--- src/qfe_ram.sv ---
// ----------------------------------------------------------------------------
// qfe_ram
// Generic simple dual-port RAM: one write port, one registered read port.
// ----------------------------------------------------------------------------
module qfe_ram #(
  parameter int WIDTH = 32,
  parameter int DEPTH = 16
) (
  input  logic                     clk,
  input  logic                     we,
  input  logic [$clog2(DEPTH)-1:0] waddr,
  input  logic [WIDTH-1:0]         wdata,
  input  logic [$clog2(DEPTH)-1:0] raddr,
  output logic [WIDTH-1:0]         rdata
);

  logic [WIDTH-1:0] mem [DEPTH];
  logic [WIDTH-1:0] rdata_r;

  always_ff @(posedge clk) begin
    if (we) begin
      mem[waddr] <= wdata;
    end
    rdata_r <= mem[raddr];
  end

  assign rdata = rdata_r;

endmodule

--- config.mk ---
export PLATFORM = sky130hd
export DESIGN_NAME = qfe_ram
export DESIGN_NICKNAME = d
export VERILOG_FILES = /design/src/qfe_ram.sv
export SDC_FILE = /design/constraint.sdc
export NUM_CORES = 1
export LEC_CHECK = 0
export ABC_CLOCK_PERIOD_IN_PS = 4370
export BUFFER_PORTS_ARGS = -buffer_cell sky130_fd_sc_hd__buf_2
export CORE_ASPECT_RATIO = 0.6
export CORE_MARGIN = 5
export CORE_UTILIZATION = 55
export DETAILED_ROUTE_END_ITERATION = 8
export PLACE_DENSITY = 0.72
export SLEW_MARGIN = 0
export SYNTH_ARGS = -nofsm -noshare
export SYNTH_HDL_FRONTEND = slang
export SYNTH_SLANG_ARGS = --single-unit
--- constraint.sdc ---
create_clock -name clk -period 4.37 [get_ports clk]
set_clock_uncertainty 0.2 [all_clocks]
set_input_delay 0.874 -clock clk [delete_from_list [all_inputs] [get_ports clk]]
set_output_delay 0.874 -clock clk [all_outputs]
set_load 0.03 [all_outputs]
==> results.sh <==
export IMPL_initial_utilization_pct=56.17
export IMPL_tightestPinTransition_ps=1160
export IMPL_post_cts_buffers=0
export IMPL_buffers_added_on_ports=73
export IMPL_cts_reportedPaths_clkPinSlew_ps=60
export IMPL_drt_wirelength_per_cell_um=27.20
export IMPL_unrepaired_setup_endpoints_after_global_routing="no"
export IMPL_hp_class="reg -> reg"
export IMPL_cts_sinks=544
export IMPL_synth_seq_cells=544
export IMPL_crit_required_ps=4420
export IMPL_dpl_hpwl_um=20620
export IMPL_worstSetupStartpointType="input pin"
export IMPL_seq_area_mm2=0.01602
export IMPL_ys_flop_type="edfxtp_1"
export IMPL_die_area_mm2=0.04012
export IMPL_critPathTopFamily="simple AND/OR/NAND/NOR gates"
export IMPL_synthArstFlopShare_pct=0
export IMPL_synth_warnings=0
export IMPL_slowest_stage="nor2_4"
export IMPL_grt_max_degree=45
export IMPL_gr_total_overflow=0
export IMPL_placementRows=53
export IMPL_netlist_top_cells_count="edfxtp_1, mux4_2, a22oi_1"
export IMPL_synth_largest_area_cell="edfxtp_1"
export IMPL_critPathArrivalTime_ps=2560
export IMPL_maxSlewViolCount=0
export IMPL_drt_first_pass_iters=5
export IMPL_worst_setup_path_type="in -> reg"
export IMPL_syn_instance_count=838
export IMPL_cts_made_buffers=46
export IMPL_synth_compound_area_share_pct=2.420
export IMPL_synth_edff_count=512
export IMPL_gpl_final_weighted_congestion=0.7379
export IMPL_maximum_achievable_frequency_mhz=398.1
export IMPL_fp_coreArea_mm2=0.03535
export IMPL_power_leakage_uw=0.007185
export IMPL_cts_resized=0
export IMPL_netlist_area_mm2=0.01985
export IMPL_tritoncts="yes"
export IMPL_synth_top_cells_by_area="edfxtp_1, mux4_2, dfxtp_1"
export IMPL_global_route_wire_length_before_repair_um=59470
export IMPL_sum_of_negative_setup_slack_ps=0
export IMPL_synth_avg_cell_area_um2=23.69
export IMPL_end_kind="flop"
export IMPL_drt_iter0_drc=977
export IMPL_clock_root_buffer="clkbuf_16"
export IMPL_synth_area_mux_share_pct=14.52
export IMPL_simple_gate_portion_of_the_synthesized_area_pct=1.273
export IMPL_die_width_um=255.3
export IMPL_power_density_mw_per_mm2=465.2
export IMPL_result_of_the_run="finished clean"
export IMPL_final_fill_count=2317
export IMPL_synth_net_count=880
export IMPL_min_period_over_period_pct=57.48
export IMPL_post_route_cells_drive_above_1_share_pct=32.07
export IMPL_worst_path_buf_inv=2
export IMPL_final_design_utilization_pct=63.47
export IMPL_worst_path_largest_cell_delay_ps=630
export IMPL_finalWorstPathRequiredPeriod_ps=2512
export IMPL_hold_viol_final=0
export IMPL_largest_family_of_logic_cells_by_synthesized_area="multiplexers"
export IMPL_crit_path_max_fanout=21
export IMPL_antenna_found_initial=3
export IMPL_fp_dieH_um=157.2
export IMPL_post_detailed_route_via_to_cell_ratio=6.152
export IMPL_synth_largest_type_area_fraction_pct=77.44
export IMPL_vias_in_the_first_global_route=9159
export IMPL_finalWirelength_um=39310
export IMPL_clkLatencyLatePin_ps=550
export IMPL_setup_viol_count_final=0
export IMPL_yosysSeqAreaShare_pct=80.67
export IMPL_cts_htree_levels=2
export IMPL_drt_drc_violations_left=0
export IMPL_yosys_cell_count_top_type="edfxtp_1"
export IMPL_timing_critical_path_cells="buf_2 > or3b_2 > nor2_4 > buf_4"
export IMPL_vias=8890
export IMPL_ant_nets=0
export IMPL_groute_usage_overall_pct=20.12
export IMPL_cts_hold_repair_buffers=0
export IMPL_synth_xor_xnor_area_share_pct=0
export IMPL_syn_to_final_growth_pct=13.00
export IMPL_clk_path_buf_depth=3
export IMPL_synth_adder_area_share_pct=0
export IMPL_layout_nets=982
export IMPL_vdd_ir_drop_max_mv=0.3035
export IMPL_yosysUniqueCellTypes=18
export IMPL_multi_input_comb_area_mm2=0.003750
export IMPL_worst_slew_margin_rel_pct=22.51
export IMPL_ioPinCount=74
export IMPL_cap_violations=0
layer usage:
metal	routed length [um]	GRT usage, %	vias to the layer above	share of wire (%)
li1	-	-	3772	-
met4	597	3.812	2	1.5
met2	18580	31.21	341	47
met1	17150	31.01	4719	44
met5	13	0	-	0.033
met3	2964	3.782	56	7.5
cells by family (layout without fill, tap and decap cells):
group           after synthesis  count (layout)
flops                       544             544
mux                         128             128
buf+inv                      43             181
compound gates               64              64
simple gates                 59              59
other cells                   0               2
cell type report:
cell class | count | share of cell area (%)
Sequential cell | 544 | 71.38
Multi-Input combinational cell | 251 | 16.71
Clock buffer | 70 | 6.174
Timing Repair Buffer | 97 | 2.649
Tap cell | 467 | 2.604
Clock inverter | 14 | 0.4517
Antenna cell | 2 | 0.02231
report_power, final:
group	leakage (uW)	total, uW	switching, uW	internal [uW]
combinational	0.00157	562	353	209
clock	0.000721	4010	1760	2250
sequential	0.00489	5870	37.7	5830
total	0.00718	10400	2150	8290
flip-flops by register name, indices dropped and copies added, names as in the netlist:
register	cells
rdata	32
mem	512
cell usage in the layout (no fill, tap or decap):
cell        Yosys  routed
clkbuf_16       0      49
buf_12          0       3
clkinvlp_4      0       3
clkbuf_8        0       9
clkinv_4        0       1
clkbuf_1       17      13
nand2_1        33      33
buf_4          11      22
edfxtp_1      512     512
mux4_2        128     128
diode_2         0       2
and2_2          0       1
buf_2           4      71
clkinv_2        0       5
or3b_2          1       1
nor2_4          0      13
clkinv_1        0       4
nor3_2          0       4
a22oi_1        64      64
bufinv_16       0       1
nor2b_4         0       2
nand3b_1        2       2
nand3_1         1       1
nand2b_1        2       2
dfxtp_1        32      32
worst register-to-register path, delay by kind of cell, from the launching register on:
| kind | cells | cell delay, ps |
|---|---|---|
| multiplexers | 1 | 470 |
| AND/OR/NAND/NOR | 1 | 120 |
| AO/OA/AOI/OAI | 1 | 300 |
| flip-flops | 1 | 380 |
worst paths after layout:
path                                       startpoint              endpoint  slack, ps  cells past startpoint
worst max-delay path                         waddr[2]  mem[1][12]$_DFFE_PP_       1860                      4
worst min-delay path            mem[12][11]$_DFFE_PP_     rdata[11]$_DFF_P_        470                      3
worst max register to register    mem[2][7]$_DFFE_PP_      rdata[7]$_DFF_P_       2770                      3
worst min register to register  mem[12][11]$_DFFE_PP_     rdata[11]$_DFF_P_        470                      3
per-stage QoR:
stage	cells	power, uW	area, um^2	setup slack (ps)	hold WS (ps)
floorplan	838	6320	19850	116.4	434.9
global placement	1359	6535	20940	1322	454.7
detailed placement	1359	6550	20940	1263	453.8
CTS	1443	10520	22430	1856	463.8
global route	1445	10800	22440	1781	470.7
finish	1445	10440	22440	1858	470.7
No activity file was read; power rests on OpenSTA's default activity.
